<file path="src/hw/rtl/ptrm_pkg.sv">
// shared constants and types for the prime test and root map block
`default_nettype none
package ptrm_pkg;

  localparam int VALUE_BITS    = 24;
  localparam int FRACTION_BITS = 16;
  localparam int OUT_BITS      = VALUE_BITS + FRACTION_BITS;
  localparam int ROOT_BITS     = (VALUE_BITS + 1) / 2 + FRACTION_BITS;
  localparam int RAD_BITS      = 2 * ROOT_BITS;
  localparam int REM_BITS      = ROOT_BITS + 1;
  localparam int CSUB_BITS     = ROOT_BITS + 3;
  localparam int DIV_BITS      = (VALUE_BITS + 1) / 2 + 1;
  localparam int SQ_BITS       = 2 * DIV_BITS;
  localparam int STEPS_MAX     = (VALUE_BITS > ROOT_BITS) ? VALUE_BITS : ROOT_BITS;
  localparam int CNT_BITS      = $clog2(STEPS_MAX);

  typedef enum logic [2:0] {
    ST_IDLE,
    ST_CHECK,
    ST_DIV,
    ST_DIV_END,
    ST_SQRT
  } state_t;

  typedef struct packed {
    logic                 ge;
    logic [CSUB_BITS-1:0] diff;
  } csub_res_t;

endpackage
`default_nettype wire

</file>
<file path="src/hw/rtl/ptrm_csub.sv">
// shared compare and subtract unit for division and square root steps
`default_nettype none
module ptrm_csub (
  input  wire logic [ptrm_pkg::CSUB_BITS-1:0] a,
  input  wire logic [ptrm_pkg::CSUB_BITS-1:0] b,
  output ptrm_pkg::csub_res_t                 res
);
  import ptrm_pkg::*;

  logic [CSUB_BITS:0] sub;

  always_comb begin
    sub      = {1'b0, a} - {1'b0, b};
    res.ge   = ~sub[CSUB_BITS];
    res.diff = sub[CSUB_BITS-1:0];
  end

endmodule
`default_nettype wire

</file>
<file path="src/hw/rtl/prime_test_root_map_core.sv">
// top level: trial division prime test; the result is the fixed point square root of a prime, else the value itself
//
// command channel: value and last_item are taken at a clock edge where start
// is high and busy is low; for values of two or more busy then stays high until the transaction ends.
// result channel: result_value, is_prime and last_result are valid for exactly
// one cycle while done is high; the receiver cannot stall, and the ports hold
// their last values afterwards.
// sequence: values below two are answered straight from idle. otherwise each
// trial divisor d (2, 3, 4, ... while d*d <= value) runs the check state, the
// division steps through the shared compare and subtract unit, one quotient bit
// per cycle, and the division end state. a prime then runs the check state and
// the square root steps, one root bit per cycle.
// throughput: one transaction at a time; start is taken again in the cycle
// that done is high.
// reset: rst is synchronous and returns the sequencer to idle with done low.
`default_nettype none
module prime_test_root_map_core (
  input  wire logic                             clk,
  input  wire logic                             rst,
  input  wire logic                             start,
  output logic                                  busy,
  input  wire logic [ptrm_pkg::VALUE_BITS-1:0]  value,
  input  wire logic                             last_item,
  output logic                                  done,
  output logic      [ptrm_pkg::OUT_BITS-1:0]    result_value,
  output logic                                  is_prime,
  output logic                                  last_result
);
  import ptrm_pkg::*;

  state_t                state, state_next;
  logic [VALUE_BITS-1:0] val, val_next;
  logic                  last_hold, last_hold_next;
  logic [DIV_BITS-1:0]   divisor, divisor_next;
  logic [SQ_BITS-1:0]    sq, sq_next;
  logic [REM_BITS-1:0]   rem, rem_next;
  logic [ROOT_BITS-1:0]  root, root_next;
  logic [RAD_BITS-1:0]   sh, sh_next;
  logic [CNT_BITS-1:0]   cnt, cnt_next;
  logic                  done_next;
  logic [OUT_BITS-1:0]   result_value_next;
  logic                  is_prime_next;
  logic                  last_result_next;
  logic [CSUB_BITS-1:0]  cs_a, cs_b;
  csub_res_t             cs;

  ptrm_csub u_csub (
    .a   (cs_a),
    .b   (cs_b),
    .res (cs)
  );

  always_ff @(posedge clk) begin
    if (rst) begin
      state <= ST_IDLE;
      done  <= 1'b0;
    end else begin
      state <= state_next;
      done  <= done_next;
    end
  end

  always_ff @(posedge clk) begin
    val          <= val_next;
    last_hold    <= last_hold_next;
    divisor      <= divisor_next;
    sq           <= sq_next;
    rem          <= rem_next;
    root         <= root_next;
    sh           <= sh_next;
    cnt          <= cnt_next;
    result_value <= result_value_next;
    is_prime     <= is_prime_next;
    last_result  <= last_result_next;
  end

  assign busy = (state != ST_IDLE);

  always_comb begin
    state_next        = state;
    val_next          = val;
    last_hold_next    = last_hold;
    divisor_next      = divisor;
    sq_next           = sq;
    rem_next          = rem;
    root_next         = root;
    sh_next           = sh;
    cnt_next          = cnt;
    done_next         = 1'b0;
    result_value_next = result_value;
    is_prime_next     = is_prime;
    last_result_next  = last_result;
    cs_a              = '0;
    cs_b              = '0;
    unique case (state)
      ST_IDLE: begin
        if (start) begin
          val_next       = value;
          last_hold_next = last_item;
          divisor_next   = DIV_BITS'(2);
          sq_next        = SQ_BITS'(4);
          if (value < VALUE_BITS'(2)) begin
            done_next         = 1'b1;
            result_value_next = OUT_BITS'(value) << FRACTION_BITS;
            is_prime_next     = 1'b0;
            last_result_next  = last_item;
          end else begin
            state_next = ST_CHECK;
          end
        end
      end
      ST_CHECK: begin
        rem_next = '0;
        if (sq <= SQ_BITS'(val)) begin
          sh_next    = RAD_BITS'(val) << (RAD_BITS - VALUE_BITS);
          cnt_next   = CNT_BITS'(VALUE_BITS - 1);
          state_next = ST_DIV;
        end else begin
          sh_next    = RAD_BITS'(val) << (2 * FRACTION_BITS);
          root_next  = '0;
          cnt_next   = CNT_BITS'(ROOT_BITS - 1);
          state_next = ST_SQRT;
        end
      end
      ST_DIV: begin
        cs_a     = CSUB_BITS'({rem, sh[RAD_BITS-1]});
        cs_b     = CSUB_BITS'(divisor);
        rem_next = cs.ge ? REM_BITS'(cs.diff) : REM_BITS'({rem, sh[RAD_BITS-1]});
        sh_next  = sh << 1;
        cnt_next = cnt - CNT_BITS'(1);
        if (cnt == '0) begin
          state_next = ST_DIV_END;
        end
      end
      ST_DIV_END: begin
        if (rem == '0) begin
          done_next         = 1'b1;
          result_value_next = OUT_BITS'(val) << FRACTION_BITS;
          is_prime_next     = 1'b0;
          last_result_next  = last_hold;
          state_next        = ST_IDLE;
        end else begin
          divisor_next = divisor + DIV_BITS'(1);
          sq_next      = sq + SQ_BITS'({divisor, 1'b1});
          state_next   = ST_CHECK;
        end
      end
      ST_SQRT: begin
        cs_a      = {rem, sh[RAD_BITS-1:RAD_BITS-2]};
        cs_b      = CSUB_BITS'({root, 2'b01});
        rem_next  = cs.ge ? REM_BITS'(cs.diff)
                          : REM_BITS'({rem, sh[RAD_BITS-1:RAD_BITS-2]});
        root_next = {root[ROOT_BITS-2:0], cs.ge};
        sh_next   = sh << 2;
        cnt_next  = cnt - CNT_BITS'(1);
        if (cnt == '0) begin
          done_next         = 1'b1;
          result_value_next = OUT_BITS'({root[ROOT_BITS-2:0], cs.ge});
          is_prime_next     = 1'b1;
          last_result_next  = last_hold;
          state_next        = ST_IDLE;
        end
      end
      default: begin
        state_next = ST_IDLE;
      end
    endcase
  end

`ifndef SYNTH
  a_done_idle: assert property (@(posedge clk) disable iff (rst) done |-> !busy)
    else $error("result strobe while busy");
  a_start_busy: assert property (@(posedge clk) disable iff (rst)
    (start && !busy && value >= VALUE_BITS'(2)) |=> busy)
    else $error("accepted transaction did not raise busy");
  a_done_pulse: assert property (@(posedge clk) disable iff (rst)
    (done && !start) |=> !done)
    else $error("result strobe longer than one cycle");
  a_root_range: assert property (@(posedge clk) disable iff (rst)
    (done && is_prime) |-> (result_value >> ROOT_BITS) == '0)
    else $error("square root result out of range");
`endif

endmodule
`default_nettype wire

</file>
<file path="config.mk">
export PLATFORM = sky130hd
export DESIGN_NAME = prime_test_root_map_core
export DESIGN_NICKNAME = d
export VERILOG_FILES = /design/src/hw/rtl/ptrm_pkg.sv /design/src/hw/rtl/ptrm_csub.sv /design/src/hw/rtl/prime_test_root_map_core.sv
export SDC_FILE = /design/constraint.sdc
export NUM_CORES = 1
export LEC_CHECK = 0
export BUFFER_PORTS_ARGS = -buffer_cell sky130_fd_sc_hd__buf_4
export CAP_MARGIN = 20
export CORE_ASPECT_RATIO = 1.4
export CORE_UTILIZATION = 55
export CTS_CLUSTER_SIZE = 24
export DETAILED_ROUTE_END_ITERATION = 16
export PLACE_DENSITY_LB_ADDON = 0.1
export SLEW_MARGIN = 15
export SYNTH_ARGS = -nofsm -noshare
export SYNTH_HDL_FRONTEND = slang
export SYNTH_SLANG_ARGS = --single-unit
</file>
<file path="constraint.sdc">
create_clock -name clk -period 6.8 [get_ports clk]
set_clock_uncertainty 0.1 [all_clocks]
set_input_delay 1.36 -clock clk [delete_from_list [all_inputs] [get_ports clk]]
set_output_delay 1.36 -clock clk [all_outputs]
set_load 0.1 [all_outputs]
</file>
Word-level counts from Yosys, hierarchy flattened. Cells that the tools add are included.

Register bits: 228. Input bits: 28. Word-level logic and storage cells: 90.

Add/sub/neg operators: 4. $lt $le $gt $ge: 2. Equality and inequality tests: 12. Multiplexer cells: 43. Bitwise operators: 1. Reductions and logical operators: 15.

Operators by type and width (count): $pmux W56 S3 (1); $mux W40 (4); $pmux W40 S3 (1); $pmux W29 S3 (1); $pmux W31 S2 (1); $pmux W30 S2 (1); $mux W29 (2); $pmux W28 S2 (1); $mux W26 (2); $pmux W26 S2 (1); $sub A31 B30 Y32 (1); $logic_not A29 Y1 (1); $mux W28 (1); $add A26 B14 Y26 (1); $le A26 B24 Y1 (1); $mux W13 (2); $pmux W13 S2 (1); $lt A24 B2 Y1 const B (1); $ne A2 B2 Y1 const B (8); $mux W3 (5); $pmux W3 S5 (1); $add A13 B1 Y13 const B (1); $mux W1 (13); $pmux W5 S2 (1); other kinds (16) (24).

Logic depth before layout (Yosys ltp).
Word-level depth: 6. Gate-level depth with buffers: 17. Mapped depth without buffers: 15.

Cells and area by module. From an unflattened synthesis, not the netlist that was laid out.

Cell total of the unflattened synthesis: 1177. Area total of the unflattened synthesis: 12080.3 um^2.

Modules (own cells, without submodules): prime_test_root_map_core (times used 1, cells each 897, area an instance 10148.5 um^2, seq. area each 5845.6 um^2); ptrm_csub (times used 1, cells each 280, area an instance 1931.9 um^2, seq. area each 0.0 um^2).

Worst setup path after synthesis. Ideal clock, no wire load.

Path type: register to register. Start point: register state[2]. End point: register cnt[0] (enable). Setup time: 0.554 ns. Arrival: 4.803 ns. Required time: 6.146 ns. Slack: 1.343 ns. Stages on the path, launching flop included: 4. Path buffers: 2. Period minus slack after synthesis: 5.457 ns. Path through: dfxtp_1 > clkbuf_1 > clkbuf_1 > o21ai_0.

Word-level cells in the longest chain between the ends: 3.

RTL lines: start: declaration (RTL line prime_test_root_map_core.sv:31) `state_t state, state_next;`; start signal: assignment (RTL line prime_test_root_map_core.sv:58) `state <= state_next;`; $eq A3 B3 Y1 or $eq A3 B2 Y1 (tied branches) (RTL line prime_test_root_map_core.sv:95) `unique case (state)`; $reduce_or A2 Y1 (no line); $reduce_bool A2 Y1 (no line) (*); end signal: assignment (RTL line prime_test_root_map_core.sv:71) `cnt <= cnt_next;`; end: declaration (RTL line prime_test_root_map_core.sv:39) `logic [CNT_BITS-1:0] cnt, cnt_next;`.

Mark *: on every way between the ends. The rest lies on a longest branch, timed or not. A chain may end at the register's enable or synchronous reset.

Worst setup path after layout.
Start point: register state[0]. End point: register rem[28], data pin.

Word-level cells in the longest chain between the ends: 5.

RTL lines: $eq A3 B3 Y1 or $eq A3 B2 Y1 (tied branches) (RTL line prime_test_root_map_core.sv:95); $pmux W31 S2 or $pmux W30 S2 (tied branches) (RTL line prime_test_root_map_core.sv:95); $sub A31 B30 Y32 (RTL line ptrm_csub.sv:13) `sub = {1'b0, a} - {1'b0, b};`; $mux W29 (on tied branches) (RTL line prime_test_root_map_core.sv:151, prime_test_root_map_core.sv:128); $pmux W29 S3 (*) (RTL line prime_test_root_map_core.sv:95); via rem_next[28] (RTL line prime_test_root_map_core.sv:36) `logic [REM_BITS-1:0] rem, rem_next;`; end signal: assignment (RTL line prime_test_root_map_core.sv:68) `rem <= rem_next;`; end: declaration (RTL line prime_test_root_map_core.sv:36).

Mark *: on every way through the listed nets, which the timed path passes. The rest lies on a longest branch.

==> flow_metrics.py <==
metrics = {
    "outcome": {
        "status": "completed",
    },
    "yosys": {
        "ys_seq_elements": 196,
        "synthMuxAreaShare": 0.00734,
        "synth-simple-area-share": 0.113,
        "netlist.area_leader.share": 0.521,
        "syn_nets": 1096,
        "yosysUniqueCellTypes": 68,
        "synthFlopType": "edfxtp_1",
        "synthArstFlopShare": 0,
        "synth_enable_flop_cells": 192,
        "postSynthCellCount": 996,
        "synth-compound-area-share": 0.186,
        "yosys_warnings": 0,
        "synth_top_cell_by_area": "edfxtp_1",
        "seq_area_frac_synth": 0.528,
        "synth_top_family_by_area": "compound AO/OA/AOI/OAI gates",
        "synthAdderAreaFrac": 0.0827,
        "synth_area_mm2": 0.0111,
        "yosys-top-cells-area": "edfxtp_1 52%, ha_1 7.9%, a21oi_1 4.3%, o21ai_0 2.8%, xor2_1 2.7%",
        "synth-xor-area-share": 0.0443,
        "avgSynthCellArea_um2": 11.1,
    },
    "die": {
        "num_rows": 61,
        "start_util": 0.560,
        "fp.dieArea_mm2": 0.0207,
        "pin_count": 72,
        "die_w_um": 122,
        "die_h_um": 170,
        "coreArea_mm2": 0.0198,
    },
    "sta": {
        "hold_viol_final": 0,
        "worst_slew_pin_slew_ps": 1010,
        "layout_min_cycle_time_ps": 5390,
        "rsz0062_at_grt": "no",
        "fin_crit_sh": 0.792,
        "report.final.slew_viol_count": 0,
        "setup_slack_ps": 1410,
        "fmax_ghz": 0.186,
        "setup_viol_count_final": 0,
        "tns_ps": 0,
        "slew-limit-headroom": 0.328,
    },
    "cells_and_area": {
        "final_util": 0.628,
        "areaGrowthSynthToFinish_pct": 12.2,
        "diodes": 0,
        "nets": 1149,
        "layout-drive-gt1-share": 0.124,
        "seq_area_mm2": 0.00585,
        "multiInputGateArea_mm2": 0.00483,
        "fillers": 1605,
    },
    "global_routing": {
        "grt-ovfl-total": 0,
        "grt_util_met1": 0.317,
        "met3_usage": 0.0352,
        "grt-busiest-layer": "met2",
        "grt_max_degree": 60,
        "use_met2": 0.489,
        "grt_pass1_wl_um": 41700,
        "antenna_found_initial": 0,
        "grt_pass1_vias": 7833,
        "grt_use_total": 0.267,
    },
    "clocking": {
        "clk_latency_ps": 440,
        "cts_buffer_depth": 2,
        "cts-buffers-inserted": 17,
        "cts.clk_slew.worst_paths_ps": 80,
        "hold_buffers": 0,
        "cts_setup_buffers": 0,
        "htree_levels": 4,
        "ctsResizeCount": 0,
        "cts_sinks": 196,
        "cts_tree": "built",
        "cts_root_buf": "clkbuf_16",
    },
    "power_and_ir_drop": {
        "power.leakage_nw": 4.98,
        "peakVddDrop_v": 0.000241,
        "p_per_area_mw_per_mm2": 425,
        "finalPower_mw": 5.28,
    },
    "detailed_routing": {
        "postRouteAntennaNets": 0,
        "dr.pass1.iters": 7,
        "drc": 0,
        "drtIter0Drc": 702,
        "vias": 8052,
        "drt_wl_total_um": 26400,
        "wl_per_cell_um": 20.1,
        "viasPerCell": 6.13,
    },
    "place": {
        "dp_hpwl_um": 19100,
        "place_ws_ps": 1470,
        "io_buffers": 71,
        "gp_congestion": 0.927,
    },
    "setup_path": {
        "critPathArrivalTime_ps": 5570,
        "slowest_stage": "o31ai_4",
        "crit_required_ps": 6990,
        "crit_type": "flip-flop to flip-flop",
        "crit_fanout": 34,
        "max_stage_delay_ps": 810,
        "worst_setup_path_start_kind": "flip-flop",
        "path_cells": "nor2_1 > nand2_1 > clkinv_1 > a22oi_1 > inv_1 > ha_1 > nor2b_1 > o2111ai_1 > nand3_1 > a21boi_2 > a211oi_2 > a41oi_2 > o31ai_4 > buf_4 > a21oi_1 > a31oi_1",
        "cp-end-kind": "flip-flop",
    },
    "min_path": {
        "hp-class": "flip-flop to flip-flop",
    },
    "run": {
        "maxCapViolCount": 0,
    },
}
==> final timing paths <==
check             slack [ps]           to  depth (start not counted)      start
setup / recovery        1410      rem[28]                         16   state[0]
hold / removal           460  last_result                          1  last_hold
setup reg to reg        1410      rem[28]                         16   state[0]
hold reg to reg          460  last_result                          1  last_hold
==> power by group <==
group / switching [mW] / total, mW / internal (mW)
combinational: 1.45 / 2.36 / 0.901
sequential: 0.206 / 1.94 / 1.74
clock: 0.498 / 0.985 / 0.487
==> cell usage after synthesis, drive strengths merged, types with 3 or more instances <==
library cell	number
nor3	11
and4	3
buf	13
a221oi	3
nor2	62
a211oi	4
or4	3
a31oi	5
xnor2	22
edfxtp	192
mux2i	7
nand4	14
nor2b	11
o31ai	5
xor2	34
a21oi	96
nand2	51
and3	45
nand3	11
ha	70
a22o	28
o22ai	3
o21bai	3
nor4	12
o211ai	7
o21a	8
clkbuf	35
o21ai	62
dfxtp	4
a221o	12
a22oi	24
nand2b	13
inv	61
a21o	29
==> critical path: cells and delay by family (launching register included) <==
kind	cells	cell delay, ps
flops	1	540
simple gates	4	800
compound gates	8	2420
buf+inv	3	1070
fa+ha+maj	1	280
==> metal layers <==
layer	routed length (µm)	vias up	share of wire
met5	0	-	0
met4	613	0	0.023
met3	811	42	0.031
met2	14400	174	0.55
li1	-	3866	-
met1	10600	3970	0.40
==> final cells by class <==
cell class	count	share of cell area
tap	252	0.0254
timing repair buffer	82	0.0506
clock inverter	15	0.0116
multi-input combinational	690	0.389
sequential	196	0.471
clock buffer	17	0.0342
inverter	62	0.0187
==> cells in the final DEF, fill, tap and decap left out, types with 12 or more instances in the layout <==
master / n
a22o_1: 28
a21o_1: 29
nand4_1: 14
a21oi_1: 94
ha_1: 70
a221o_1: 12
edfxtp_1: 192
clkbuf_16: 17
nor2_1: 62
xnor2_1: 22
inv_1: 61
buf_4: 81
nand2_1: 51
nand2b_1: 13
and3_1: 45
o21ai_0: 61
a22oi_1: 24
xor2_1: 34
nor4_1: 12
==> cell families after synthesis <==
group / after synthesis
simple gates: 246
compound gates: 308
buf+inv: 110
mux: 8
fa+ha+maj: 72
xor+xnor: 56
flops: 196
==> sequential cells by signal (all words and copies together), names as in the netlist, 3 cells and up <==
signal	cells
sq	26
root	28
rem	29
sh	24
result_value	40
val	24
state	3
cnt	5
divisor	13
==> metrics by stage <==
step                      cell area, µm²  cells  hold slack, ps
after floorplan                    11100    996             419
after global placement             11800   1282             446
after detailed placement           11800   1282             444
after CTS                          12400   1314             465
after global routing               12400   1314             484
final                              12400   1314             461
Note: power is estimated with default switching activity, not from simulation.
